===== src/rtl/core/tsts_pkg.sv =====
// shared types, field layout and codes for the time slice task scheduler
package tsts_pkg;

	localparam int ID_W       = 5;
	localparam int FIELD_W    = 16;
	localparam int STATUS_W   = 3;
	localparam int CFG_IDX_W  = 4;
	localparam int CFG_DATA_W = 16;
	localparam int IN_DATA_W  = 40;
	localparam int OUT_DATA_W = 24;

	// input tdata layout
	localparam int IN_ID_LSB  = 0;
	localparam int IN_W_LSB   = 5;
	localparam int IN_S_LSB   = 21;
	localparam int IN_RUN_BIT = 37;

	// output tdata layout
	localparam int OUT_SW_BIT    = 5;
	localparam int OUT_SLICE_LSB = 6;

	localparam logic FUNC_TICK  = 1'b0;
	localparam logic FUNC_WRITE = 1'b1;

	localparam logic [STATUS_W-1:0] ST_CONT   = 3'd0;
	localparam logic [STATUS_W-1:0] ST_SCHED  = 3'd1;
	localparam logic [STATUS_W-1:0] ST_REFILL = 3'd2;
	localparam logic [STATUS_W-1:0] ST_NONE   = 3'd3;
	localparam logic [STATUS_W-1:0] ST_WRITE  = 3'd4;

	localparam logic [CFG_IDX_W-1:0] CFG_MODE      = 4'd0;
	localparam logic [CFG_IDX_W-1:0] CFG_MAX_SLICE = 4'd1;

	typedef struct packed {
		logic                in_load;
		logic                wr_entry;
		logic                rd_cur;
		logic                dec_cur;
		logic                idx_clr;
		logic                scan_issue;
		logic                ref_issue;
		logic                take_pick;
		logic                take_idle;
		logic                status_ld;
		logic [STATUS_W-1:0] status_val;
		logic                out_load;
	} cmd_t;

	typedef struct packed {
		logic dec_ok;
		logic dec_last;
		logic idx_last;
		logic pick_none;
		logic out_busy;
	} sts_t;

endpackage


===== src/rtl/core/tsts_ctrl.sv =====
// sequencer for writes, ticks, selection scans and refill sweeps
module tsts_ctrl (
	input  logic            clk,
	input  logic            arst_n,
	input  logic            s_tvalid,
	input  logic            s_func,
	input  tsts_pkg::sts_t  sts,
	output tsts_pkg::cmd_t  cmd,
	output logic            in_ready
);

	localparam logic [3:0] S_IDLE   = 4'd0;
	localparam logic [3:0] S_WRITE  = 4'd1;
	localparam logic [3:0] S_TRD    = 4'd2;
	localparam logic [3:0] S_TCHK   = 4'd3;
	localparam logic [3:0] S_SCAN   = 4'd4;
	localparam logic [3:0] S_SDRAIN = 4'd5;
	localparam logic [3:0] S_SRES   = 4'd6;
	localparam logic [3:0] S_REF    = 4'd7;
	localparam logic [3:0] S_RDRAIN = 4'd8;
	localparam logic [3:0] S_FRD    = 4'd9;
	localparam logic [3:0] S_FIN    = 4'd10;

	logic [3:0] state_q, state_d;
	logic       pass2_q, pass2_d;

	always_ff @(posedge clk or negedge arst_n) begin
		if (!arst_n) begin
			state_q <= S_IDLE;
			pass2_q <= 1'b0;
		end else begin
			state_q <= state_d;
			pass2_q <= pass2_d;
		end
	end

	assign in_ready = (state_q == S_IDLE);

	always_comb begin
		state_d = state_q;
		pass2_d = pass2_q;
		cmd     = '0;
		case (state_q)
			S_IDLE: begin
				if (s_tvalid) begin
					cmd.in_load = 1'b1;
					state_d = (s_func == tsts_pkg::FUNC_WRITE) ? S_WRITE : S_TRD;
				end
			end
			S_WRITE: begin
				cmd.wr_entry   = 1'b1;
				cmd.status_ld  = 1'b1;
				cmd.status_val = tsts_pkg::ST_WRITE;
				state_d        = S_FRD;
			end
			S_TRD: begin
				cmd.rd_cur = 1'b1;
				state_d    = S_TCHK;
			end
			S_TCHK: begin
				cmd.dec_cur = sts.dec_ok;
				if (sts.dec_ok && !sts.dec_last) begin
					cmd.status_ld  = 1'b1;
					cmd.status_val = tsts_pkg::ST_CONT;
					state_d        = S_FRD;
				end else begin
					cmd.idx_clr = 1'b1;
					pass2_d     = 1'b0;
					state_d     = S_SCAN;
				end
			end
			S_SCAN: begin
				cmd.scan_issue = 1'b1;
				if (sts.idx_last) begin
					state_d = S_SDRAIN;
				end
			end
			S_SDRAIN: begin
				state_d = S_SRES;
			end
			S_SRES: begin
				if (!sts.pick_none) begin
					cmd.take_pick  = 1'b1;
					cmd.status_ld  = 1'b1;
					cmd.status_val = pass2_q ? tsts_pkg::ST_REFILL : tsts_pkg::ST_SCHED;
					state_d        = S_FRD;
				end else if (!pass2_q) begin
					cmd.idx_clr = 1'b1;
					pass2_d     = 1'b1;
					state_d     = S_REF;
				end else begin
					cmd.take_idle  = 1'b1;
					cmd.status_ld  = 1'b1;
					cmd.status_val = tsts_pkg::ST_NONE;
					state_d        = S_FRD;
				end
			end
			S_REF: begin
				cmd.ref_issue = 1'b1;
				if (sts.idx_last) begin
					state_d = S_RDRAIN;
				end
			end
			S_RDRAIN: begin
				// last refill write lands here, rescan starts after it
				cmd.idx_clr = 1'b1;
				state_d     = S_SCAN;
			end
			S_FRD: begin
				cmd.rd_cur = 1'b1;
				state_d    = S_FIN;
			end
			S_FIN: begin
				if (!sts.out_busy) begin
					cmd.out_load = 1'b1;
					state_d      = S_IDLE;
				end
			end
			default: begin
				state_d = S_IDLE;
			end
		endcase
	end

endmodule


===== src/rtl/core/tsts_dpath.sv =====
// task table memory, scan compare, refill arithmetic and result register
module tsts_dpath #(
	parameter int TASK_COUNT = 32,
	parameter int SLICE_BITS = 16
) (
	input  logic                                clk,
	input  logic                                arst_n,
	input  tsts_pkg::cmd_t                      cmd,
	output tsts_pkg::sts_t                      sts,
	input  logic [tsts_pkg::IN_DATA_W-1:0]      in_data,
	input  logic                                cfg_wr,
	input  logic [tsts_pkg::CFG_IDX_W-1:0]      cfg_index,
	input  logic [tsts_pkg::CFG_DATA_W-1:0]     cfg_data,
	input  logic                                m_tready,
	output logic                                m_tvalid,
	output logic [tsts_pkg::OUT_DATA_W-1:0]     m_tdata,
	output logic [tsts_pkg::STATUS_W-1:0]       m_tuser
);

	localparam int IDX_W = (TASK_COUNT > 2) ? $clog2(TASK_COUNT) : 1;
	localparam int CMP_W = ((SLICE_BITS > tsts_pkg::CFG_DATA_W) ?
		SLICE_BITS : tsts_pkg::CFG_DATA_W) + 1;
	localparam logic [IDX_W-1:0]      LAST_IDX  = IDX_W'(TASK_COUNT - 1);
	localparam logic [SLICE_BITS-1:0] SLICE_MAX = '1;

	// latched input item
	logic [tsts_pkg::ID_W-1:0] in_id_q;
	logic [SLICE_BITS-1:0]     in_w_q;
	logic [SLICE_BITS-1:0]     in_s_q;
	logic                      in_run_q;

	// configuration
	logic                             mode_q;
	logic [tsts_pkg::CFG_DATA_W-1:0]  max_slice_q;

	// task table: weight in the upper half, slice in the lower half
	logic [2*SLICE_BITS-1:0] task_mem_q [TASK_COUNT];
	logic [TASK_COUNT-1:0]   entry_vld_q;
	logic [TASK_COUNT-1:0]   run_mask_q;
	logic [2*SLICE_BITS-1:0] rd_data_q;
	logic                    rd_vld_q;

	logic [IDX_W-1:0] cur_q, prev_q, idx_q, pick_q;
	logic [CMP_W-1:0] best_q;
	logic [tsts_pkg::STATUS_W-1:0] status_q;

	logic             pipe_vld_s1, pipe_ref_s1;
	logic [IDX_W-1:0] pipe_idx_s1;

	logic                          out_vld_q, out_sw_q;
	logic [tsts_pkg::ID_W-1:0]     out_task_q;
	logic [tsts_pkg::FIELD_W-1:0]  out_slice_q;
	logic [tsts_pkg::STATUS_W-1:0] out_status_q;

	logic [IDX_W-1:0]        rd_addr, wr_addr, wr_id;
	logic                    rd_en, wr_en, id_in_range;
	logic [2*SLICE_BITS-1:0] wr_data;
	logic [SLICE_BITS-1:0]   rd_slice, rd_weight, dec_slice, refill_slice;
	logic [SLICE_BITS:0]     refill_sum;
	logic [CMP_W-1:0]        s_ext;
	logic                    cand_ok;

	always_ff @(posedge clk) begin
		if (cmd.in_load) begin
			in_id_q  <= in_data[tsts_pkg::IN_ID_LSB +: tsts_pkg::ID_W];
			in_w_q   <= SLICE_BITS'(in_data[tsts_pkg::IN_W_LSB +: tsts_pkg::FIELD_W]);
			in_s_q   <= SLICE_BITS'(in_data[tsts_pkg::IN_S_LSB +: tsts_pkg::FIELD_W]);
			in_run_q <= in_data[tsts_pkg::IN_RUN_BIT];
		end
	end

	always_ff @(posedge clk or negedge arst_n) begin
		if (!arst_n) begin
			mode_q      <= 1'b0;
			max_slice_q <= '1;
		end else if (cfg_wr) begin
			case (cfg_index)
				tsts_pkg::CFG_MODE:      mode_q      <= cfg_data[0];
				tsts_pkg::CFG_MAX_SLICE: max_slice_q <= cfg_data;
				default: begin
				end
			endcase
		end
	end

	assign rd_en       = cmd.rd_cur | cmd.scan_issue | cmd.ref_issue;
	assign rd_addr     = cmd.rd_cur ? cur_q : idx_q;
	assign id_in_range = 32'(in_id_q) < TASK_COUNT;
	assign wr_id       = IDX_W'(in_id_q);

	// an entry never written reads as zero
	assign rd_slice  = rd_vld_q ? rd_data_q[SLICE_BITS-1:0] : '0;
	assign rd_weight = rd_vld_q ? rd_data_q[2*SLICE_BITS-1:SLICE_BITS] : '0;
	assign dec_slice = rd_slice - SLICE_BITS'(1);

	assign refill_sum   = {1'b0, rd_slice >> 1} + {1'b0, rd_weight};
	assign refill_slice = mode_q ? rd_weight :
		(refill_sum[SLICE_BITS] ? SLICE_MAX : refill_sum[SLICE_BITS-1:0]);

	always_comb begin
		wr_en   = 1'b0;
		wr_addr = cur_q;
		wr_data = {rd_weight, dec_slice};
		if (cmd.wr_entry) begin
			wr_en   = id_in_range;
			wr_addr = wr_id;
			wr_data = {in_w_q, in_s_q};
		end else if (cmd.dec_cur) begin
			wr_en = 1'b1;
		end else if (pipe_vld_s1 && pipe_ref_s1) begin
			wr_en   = 1'b1;
			wr_addr = pipe_idx_s1;
			wr_data = {rd_weight, refill_slice};
		end
	end

	always_ff @(posedge clk) begin
		if (wr_en) begin
			task_mem_q[wr_addr] <= wr_data;
		end
	end

	always_ff @(posedge clk) begin
		if (rd_en) begin
			rd_data_q <= task_mem_q[rd_addr];
			rd_vld_q  <= entry_vld_q[rd_addr];
		end
	end

	always_ff @(posedge clk or negedge arst_n) begin
		if (!arst_n) begin
			entry_vld_q <= '0;
			run_mask_q  <= '1;
		end else begin
			if (wr_en) begin
				entry_vld_q[wr_addr] <= 1'b1;
			end
			if (cmd.wr_entry && id_in_range) begin
				run_mask_q[wr_id] <= in_run_q;
			end
		end
	end

	// scan compare on the entry read in the previous cycle
	assign s_ext   = CMP_W'(rd_slice);
	assign cand_ok = run_mask_q[pipe_idx_s1] &&
		(mode_q ? ((rd_slice != '0) && (s_ext < best_q)) : (s_ext > best_q));

	always_ff @(posedge clk) begin
		if (cmd.idx_clr) begin
			best_q <= mode_q ? (CMP_W'(max_slice_q) + CMP_W'(1)) : '0;
			pick_q <= '0;
		end else if (pipe_vld_s1 && !pipe_ref_s1 && cand_ok) begin
			best_q <= s_ext;
			pick_q <= pipe_idx_s1;
		end
	end

	always_ff @(posedge clk or negedge arst_n) begin
		if (!arst_n) begin
			idx_q       <= '0;
			pipe_vld_s1 <= 1'b0;
			pipe_ref_s1 <= 1'b0;
			pipe_idx_s1 <= '0;
			cur_q       <= '0;
			prev_q      <= '0;
			status_q    <= tsts_pkg::ST_CONT;
		end else begin
			if (cmd.idx_clr) begin
				idx_q <= IDX_W'(1);
			end else if (cmd.scan_issue || cmd.ref_issue) begin
				idx_q <= idx_q + IDX_W'(1);
			end
			pipe_vld_s1 <= cmd.scan_issue | cmd.ref_issue;
			pipe_ref_s1 <= cmd.ref_issue;
			pipe_idx_s1 <= idx_q;
			if (cmd.in_load) begin
				prev_q <= cur_q;
			end
			if (cmd.take_pick) begin
				cur_q <= pick_q;
			end else if (cmd.take_idle) begin
				cur_q <= '0;
			end
			if (cmd.status_ld) begin
				status_q <= cmd.status_val;
			end
		end
	end

	always_ff @(posedge clk or negedge arst_n) begin
		if (!arst_n) begin
			out_vld_q <= 1'b0;
		end else if (cmd.out_load) begin
			out_vld_q <= 1'b1;
		end else if (m_tready) begin
			out_vld_q <= 1'b0;
		end
	end

	always_ff @(posedge clk) begin
		if (cmd.out_load) begin
			out_task_q   <= tsts_pkg::ID_W'(cur_q);
			out_sw_q     <= (cur_q != prev_q);
			out_status_q <= status_q;
			out_slice_q  <= tsts_pkg::FIELD_W'(rd_slice);
		end
	end

	assign m_tvalid = out_vld_q;
	assign m_tdata  = {2'b00, out_slice_q, out_sw_q, out_task_q};
	assign m_tuser  = out_status_q;

	assign sts.dec_ok    = (cur_q != '0) && (rd_slice != '0);
	assign sts.dec_last  = (rd_slice == SLICE_BITS'(1));
	assign sts.idx_last  = (idx_q == LAST_IDX);
	assign sts.pick_none = (pick_q == '0);
	assign sts.out_busy  = out_vld_q && !m_tready;

endmodule


===== src/rtl/core/time_slice_task_scheduler.sv =====
// top level of the time slice task scheduler
//
//   channel  signals                               direction  carries
//   s_*      s_tvalid s_tready s_tdata s_tuser     in         write or tick item
//   m_*      m_tvalid m_tready m_tdata m_tuser     out        one result per item
//   cfg_*    cfg_valid cfg_ready cfg_index cfg_data in        register write
//
// a write item writes its entry, a tick that keeps the task decrements its slice, a tick
// that reschedules adds a selection sweep, one that needs a refill adds a refill sweep
// and a rescan; s_tready returns once the result is loaded into the m_* register
// the task table has one read port and is swept one entry per cycle in each pass
// one item is in work at a time; the next is accepted while the result waits on m_tready
// reset is asynchronous on arst_n and takes effect at once, per-entry valid bits
// make the table read as zero with no clearing pass
module time_slice_task_scheduler #(
	parameter int TASK_COUNT = 32,
	parameter int SLICE_BITS = 16
) (
	input  logic                                clk,
	input  logic                                arst_n,
	input  logic                                s_tvalid,
	output logic                                s_tready,
	// task_id[4:0] weight[20:5] start_slice[36:21] runnable[37], zero pad
	input  logic [tsts_pkg::IN_DATA_W-1:0]      s_tdata,
	// func[0]
	input  logic                                s_tuser,
	output logic                                m_tvalid,
	input  logic                                m_tready,
	// next_task[4:0] switched[5] remaining_slice[21:6], zero pad
	output logic [tsts_pkg::OUT_DATA_W-1:0]     m_tdata,
	// status[2:0]
	output logic [tsts_pkg::STATUS_W-1:0]       m_tuser,
	input  logic                                cfg_valid,
	output logic                                cfg_ready,
	input  logic [tsts_pkg::CFG_IDX_W-1:0]      cfg_index,
	input  logic [tsts_pkg::CFG_DATA_W-1:0]     cfg_data
);

	tsts_pkg::cmd_t cmd;
	tsts_pkg::sts_t sts;

	assign cfg_ready = 1'b1;

	tsts_ctrl u_ctrl (
		.clk      (clk),
		.arst_n   (arst_n),
		.s_tvalid (s_tvalid),
		.s_func   (s_tuser),
		.sts      (sts),
		.cmd      (cmd),
		.in_ready (s_tready)
	);

	tsts_dpath #(
		.TASK_COUNT (TASK_COUNT),
		.SLICE_BITS (SLICE_BITS)
	) u_dpath (
		.clk       (clk),
		.arst_n    (arst_n),
		.cmd       (cmd),
		.sts       (sts),
		.in_data   (s_tdata),
		.cfg_wr    (cfg_valid & cfg_ready),
		.cfg_index (cfg_index),
		.cfg_data  (cfg_data),
		.m_tready  (m_tready),
		.m_tvalid  (m_tvalid),
		.m_tdata   (m_tdata),
		.m_tuser   (m_tuser)
	);

endmodule


===== config.mk =====
export PLATFORM = sky130hd
export DESIGN_NAME = time_slice_task_scheduler
export DESIGN_NICKNAME = d
export VERILOG_FILES = /design/src/rtl/core/tsts_pkg.sv /design/src/rtl/core/tsts_ctrl.sv /design/src/rtl/core/tsts_dpath.sv /design/src/rtl/core/time_slice_task_scheduler.sv
export SDC_FILE = /design/constraint.sdc
export NUM_CORES = 2
export LEC_CHECK = 0
export BUFFER_PORTS_ARGS = -buffer_cell sky130_fd_sc_hd__buf_4
export CAP_MARGIN = 40
export CORE_MARGIN = 4
export CORE_UTILIZATION = 57
export DETAILED_ROUTE_END_ITERATION = 12
export GPL_TIMING_DRIVEN = 0
export PLACE_DENSITY = 0.81
export SLEW_MARGIN = 20
export SYNTH_ARGS = -nofsm -noshare
export SYNTH_HDL_FRONTEND = slang
export SYNTH_SLANG_ARGS = --single-unit

===== constraint.sdc =====
create_clock -name clk -period 7.42 [get_ports clk]
set_input_delay 0.742 -clock clk [delete_from_list [all_inputs] [get_ports clk]]
set_output_delay 0.742 -clock clk [all_outputs]
set_load 0.05 [all_outputs]

**After elaboration in Yosys (flattened, before gate mapping)**

Memories as Yosys holds them, arrays and structs flattened. A register that Yosys moved wholly into a read port is not among the register bits.
Cells that the tools add are included.

- Word-level logic and storage cells: 159
- Bits in registers: 198
- Memories: 1
- Input bits: 66
- Bits in writable memories: 1,024

Memory list:

| memory | depth | width | rd ports | clocked after memory_dff | write ports | line | text |
|---|---|---|---|---|---|---|---|
| u_dpath.task_mem_q | 32 | 32 | 1 | 1 | 1 | tsts_dpath.sv:37 | `logic [2*SLICE_BITS-1:0] task_mem_q [TASK_COUNT];` |

- Add/subtract/negate cells: 4
- Reduce and logical (&&, ||, !) cells: 29
- Order comparisons: 8
- Muxes and demuxes: 68
- Bitwise gates (word level): 4
- Eq/ne operators: 20

Operators by type and width:

| cell | count |
|---|---|
| 2-to-1 mux 16 bit | 6 |
| 2-to-1 mux 17 bit | 3 |
| 2-to-1 mux 5 bit | 9 |
| one-hot mux 4 bit (11 select lines) | 1 |
| 2-to-1 mux 4 bit | 9 |
| bitwise mux 32 bit | 1 |
| 2-to-1 mux 32 bit | 1 |
| bitwise OR 32 bit | 1 |
| 2-to-1 mux 1 bit | 28 |
| less-than comparator 5 x 6 -> 1 bit, second input constant | 4 |
| adder 15 x 16 -> 17 bit | 1 |
| adder 16 x 1 -> 17 bit, second input constant | 1 |
| > comparator 16 x 17 -> 1 bit | 1 |
| less-than comparator 16 x 17 -> 1 bit | 1 |
| == test 16 x 1 -> 1 bit, second input constant | 1 |
| == test 4 x 3 -> 1 bit, second input constant | 4 |
| nonzero test 16 bit | 1 |
| subtractor 16 x 1 -> 16 bit, second input constant | 1 |
| == test 4 bit, second input constant | 3 |
| one-hot mux 4 bit (3 select lines) | 1 |
| binary-select mux 1 bit (select 5 bit) | 2 |
| demux 1 bit (select 5 bit) | 2 |
| greater-or-equal comparator 5 x 1 -> 1 bit, second input constant | 2 |
| logical AND 1 bit | 10 |
| other kinds (21) | 39 |

**Longest topological paths before layout**

- Word-level depth: 11
- Mapped depth: 17
- Gate-level depth less buffers: 13

**Cells and area by module**

Synthesis repeated with hierarchy kept, for this count alone.

- Cells, all modules: 3,516
- Area total of the unflattened synthesis: 53,557.6 µm²

Modules (own cells, without submodules):

| module | cells each | area an instance (µm²) | instances |
|---|---|---|---|
| tsts_dpath | 3,442 | 52,987.1 | 1 |
| tsts_ctrl | 72 | 559.3 | 1 |
| time_slice_task_scheduler | 2 | 11.3 | 1 |

**Worst setup path before layout**

Ideal clock, no wire load.

- Kind: flip-flop to flip-flop
- From: register u_dpath.rd_vld_q
- To: memory u_dpath.task_mem_q[0][0] in the netlist's numbering, data pin
- Buffers on the path: 4
- Arrival: 4.600 ns
- Cell stages (with the launch flop): 16
- Period minus slack after synthesis: 5.054 ns
- Path slack: 2.366 ns
- Cell sequence: edfxtp_1 -> buf_6 -> clkbuf_1 -> clkbuf_1 -> clkbuf_1 -> and2_1 -> ha_1 -> a21o_1 -> o211ai_1 -> o21bai_1 -> a31oi_1 -> or3_1 -> a21oi_2 -> a21oi_1 -> a22o_1 -> o21ai_0

- Word-level cells in the longest chain between the ends: 7

RTL lines:

| what | line | text |
|---|---|---|
| from (decl) | tsts_dpath.sv:41 | `logic rd_vld_q;` |
| from (signal assigned) | tsts_dpath.sv:126 | `rd_vld_q <= entry_vld_q[rd_addr];` |
| 2-to-1 mux 16 bit (on tied branches) | tsts_dpath.sv:92, tsts_dpath.sv:93 |  |
| adder 15 x 16 -> 17 bit | tsts_dpath.sv:96 | `assign refill_sum = {1'b0, rd_slice >> 1} + {1'b0, rd_weight};` |
| 2-to-1 mux 16 bit | tsts_dpath.sv:98 | `(refill_sum[SLICE_BITS] ? SLICE_MAX : refill_sum[SLICE_BITS-1:0]);` |
| 2-to-1 mux 16 bit | tsts_dpath.sv:97 | `assign refill_slice = mode_q ? rd_weight :` |
| 2-to-1 mux 16 bit | tsts_dpath.sv:110 | `end else if (pipe_vld_s1 && pipe_ref_s1) begin` |
| 2-to-1 mux 16 bit * | tsts_dpath.sv:108 | `end else if (cmd.dec_cur) begin` |
| 2-to-1 mux 32 bit * | tsts_dpath.sv:104 | `if (cmd.wr_entry) begin` |
| named net u_dpath.wr_data[0] | tsts_dpath.sv:57 | `logic [2*SLICE_BITS-1:0] wr_data;` |
| to (decl) | tsts_dpath.sv:37 |  |

The timed path passes the listed nets; every way through them passes the cells marked *.

**Worst setup path after layout**

- From: register u_dpath.rd_vld_q
- To: memory u_dpath.task_mem_q[15][4] in the netlist's numbering, data pin

Same word-level chain as after synthesis.

==> qor.yml <==
num_io_pins: 96
hold_viol: 0
row_count: 109
crit_type: "flip-flop to flip-flop"
critPathTopFamily: "compound AO/OA/AOI/OAI gates"
clock-root-buffer: "clkbuf_16"
peakVddDrop_uv: 375
final_util_pct: 67.9
synth_area_leader_cell: "edfxtp_1"
die_area_mm2: 0.0950
r2r-end: "u_dpath.task_mem_q[15][4]"
finalSetupTns_ns: 0
required_ns: 7.98
endpoint_kind: "flip-flop"
hp-class: "primary input to flip-flop"
yosys_register_bits: 1254
initial_core_util_pct: 57.8
critical_path_arrival_ns: 6.58
wl_per_cell_um: 30.4
htreeDepth: 3
hold_depth: 1
wl_um: 166000
slew-limit-headroom_pct: 28.8
die_w_um: 308
area_growth_pct: 17.5
timing.final.ws_setup_ns: 1.40
synth_most_common_cell: "edfxtp_1"
final_area_mm2: 0.0604
status: "finished, final reports clean"
critPathBufInv: 5
switchingPower_mw: 11.0
cp-start-kind: "flip-flop"
drtPass1Iterations: 6
path_clk_slew_ns: 0.06
setup_viol: 0
cts_tree: "built"
clock_power_share_pct: 22.3
netlist_area_mm2: 0.0514
synth_edf_count: 1137
p_per_area_mw_per_mm2: 460
antenna_left: 0
switching_share_pct: 39.5
timing.rr.start: "u_dpath.rd_vld_q"
synth_top_area_share_pct: 66.5
power.leakage_nw: 21.0
pwr-share-seq_pct: 37.7
synth_cell_types: 88
synth_cells: 3857
clock.fmax_mhz: 166
ys_warn_count: 0
slowest_delay_ns: 0.66
path_cells: "buf_6 -> clkbuf_1 -> clkbuf_1 -> nand2_1 -> inv_1 -> ha_1 -> ha_1 -> a21o_1 -> o211ai_1 -> o21bai_1 -> a31oi_1 -> or3_1 -> a21oi_2 -> a21oi_1 -> a221oi_1 -> a21o_1 -> buf_8"
port_buffers: 90
cp_max_fo: 26
synthArstFlopShare_pct: 8.93
drtIter0Drc: 6120
gr-total-overflow: 0
clock_path_buffers: 3
grt_max_degree: 72
core-area_mm2: 0.0889
via_count: 37018
cap_violations: 0
intPower_mw: 16.8
p_comb_share_pct: 39.9
antenna_found_initial: 9
drive_gt1_share_pct: 15.7
worst_pin_slew_ns: 1.07
die_h_um: 308
avgViaCountPerCell: 6.77
synthTopCellsByCount: "1137 x edfxtp_1, 997 x nand2_1, 354 x nand3_1"
layout_min_cycle_time_ns: 6.02
ff2ff_path_depth: 17
place_ws_ns: 1.31
total_power_mw: 27.8
nets: 4296
grt_pass1_wl_um: 235000
dpl.hpwl_um: 110000
drv_slew: 0
grt_usage_pct: 34.2
ys.flop_type: "edfxtp_1"
reg2reg_slack_ns: 1.40
ctsResizeCount: 0
post_dp_cell_area_mm2: 0.0561
insertion_delay_ns: 0.77
cts_buffers: 115
cpMaxStageDelayCell: "edfxtp_1"
synth.avg_cell_area_um2: 13.3
rsz0062_at_grt: "no"
grt_pass1_vias: 36104
clkSinkCount: 1254
yosys-top-cells-area: "edfxtp_1 66%, nand2_1 7.3%, nand3_1 3.4%"
hp-start: "s_tdata[32]"
finalClockSkew_ns: 0.112
seq_area_frac_synth_pct: 72.2
fin_crit_sh_pct: 81.2
place_congestion: 0.918
hold_path_end: "u_dpath.in_s_q[11]"
drc: 0
## final cells by class
class                   instances  area, um^2
repair buffers                222        2950
multi-input cells            2322       13700
plain buffers                 240        1050
clock inverters                58         753
flip-flops and latches       1254       37100
well taps                    1165        1460
fillers                      5587       28600
diodes                          5        12.5
clock buffers                 160        3220
inverters                      42         158
## timing repair
action,4_1_cts,5_1_grt
buffers inserted,0,0
endpoints found under the hold margin,18,0
hold buffers,1,0
## cells in the final DEF, fill, tap and decap left out, types with 54 or more instances in the layout
master,Yosys,layout
edfxtp_1,1137,1137
nand2_1,997,997
clkbuf_16,0,117
buf_2,56,64
mux2_2,54,54
a32oi_1,103,103
buf_4,14,107
clkbuf_1,141,169
nor2_1,93,61
a31oi_1,109,107
mux2i_1,107,107
dfrtp_1,64,64
nand3_1,354,354
## sequential cells by signal (all words and copies together), names as in the netlist, 16 cells and up
register / flops
u_dpath.task_mem_q: 1024
u_dpath.entry_vld_q: 32
u_dpath.rd_data_q: 32
u_dpath.run_mask_q: 32
u_dpath.best_q: 17
u_dpath.in_s_q: 16
u_dpath.in_w_q: 16
u_dpath.max_slice_q: 16
u_dpath.out_slice_q: 16
## how the worst max path moves through the flow
| stage | startpoint | end | slack [ns] | depth (start not counted) |
|---|---|---|---|---|
| after detailed placement | u_dpath.rd_vld_q | u_dpath.task_mem_q[25][2] | 1.31 | 16 |
| after CTS | u_dpath.rd_vld_q | u_dpath.task_mem_q[15][2] | 1.21 | 16 |
| after global placement | u_dpath.rd_vld_q | u_dpath.task_mem_q[12][13] | -0.83 | 16 |
| after global routing | u_dpath.rd_vld_q | u_dpath.task_mem_q[28][0] | 1.22 | 17 |
| final | u_dpath.rd_vld_q | u_dpath.task_mem_q[15][4] | 1.40 | 17 |
| after floorplan | u_dpath.rd_vld_q | u_dpath.task_mem_q[0][0] | 2.37 | 15 |
## stage by stage
stage | std cells | hold slack (ns)
after floorplan | 3858 | 0.352
after global placement | 5113 | 0.357
after detailed placement | 5217 | 0.368
after CTS | 5436 | 0.165
after global routing | 5463 | 0.178
final | 5468 | 0.195
## power groups by stage
stage	registers, mW	logic (mW)	clock network (mW)
global route	10.5	11.4	6.49
floorplan	10.6	5.14	0
detailed placement	10.6	10.1	0
finish	10.5	11.1	6.21
global placement	10.8	8.63	0
CTS	10.5	10.3	6.18
## layer usage
layer  track usage (%)  part of all wire [%]  vias to the layer above
met2              53.6                    45                     3590
met4              20.8                   7.0                        2
met1              41.2                    32                    17592
met3              11.8                    16                      868
li1                  -                     -                    14966
met5                 0                0.0078                        -
## kinds of logic (layout without fill, tap and decap cells)
family / count (synthesis) / in the layout / share of synthesized area, %
and+or+nand+nor: 1624 / 1624 / 13.7
muxes: 172 / 172 / 3.75
DFF: 1254 / 1254 / 72.2
other: 2 / 8 / 0.0146
buffers and inverters: 282 / 722 / 2.35
AOI/OAI and AO/OA: 440 / 440 / 6.32
adders and majority gates: 35 / 35 / 0.845
xor gates and xnor gates: 48 / 48 / 0.818
## worst register-to-register path, stage by stage (launching register included)
cell	delay, ns
edfxtp_1	0.66
buf_6	0.24
clkbuf_1	0.45
clkbuf_1	0.52
nand2_1	0.29
inv_1	0.12
ha_1	0.27
ha_1	0.26
a21o_1	0.15
o211ai_1	0.10
o21bai_1	0.50
a31oi_1	0.31
or3_1	0.44
a21oi_2	0.27
a21oi_1	0.26
a221oi_1	0.33
a21o_1	0.38
buf_8	0.26
(Power assumes the default switching activity.)
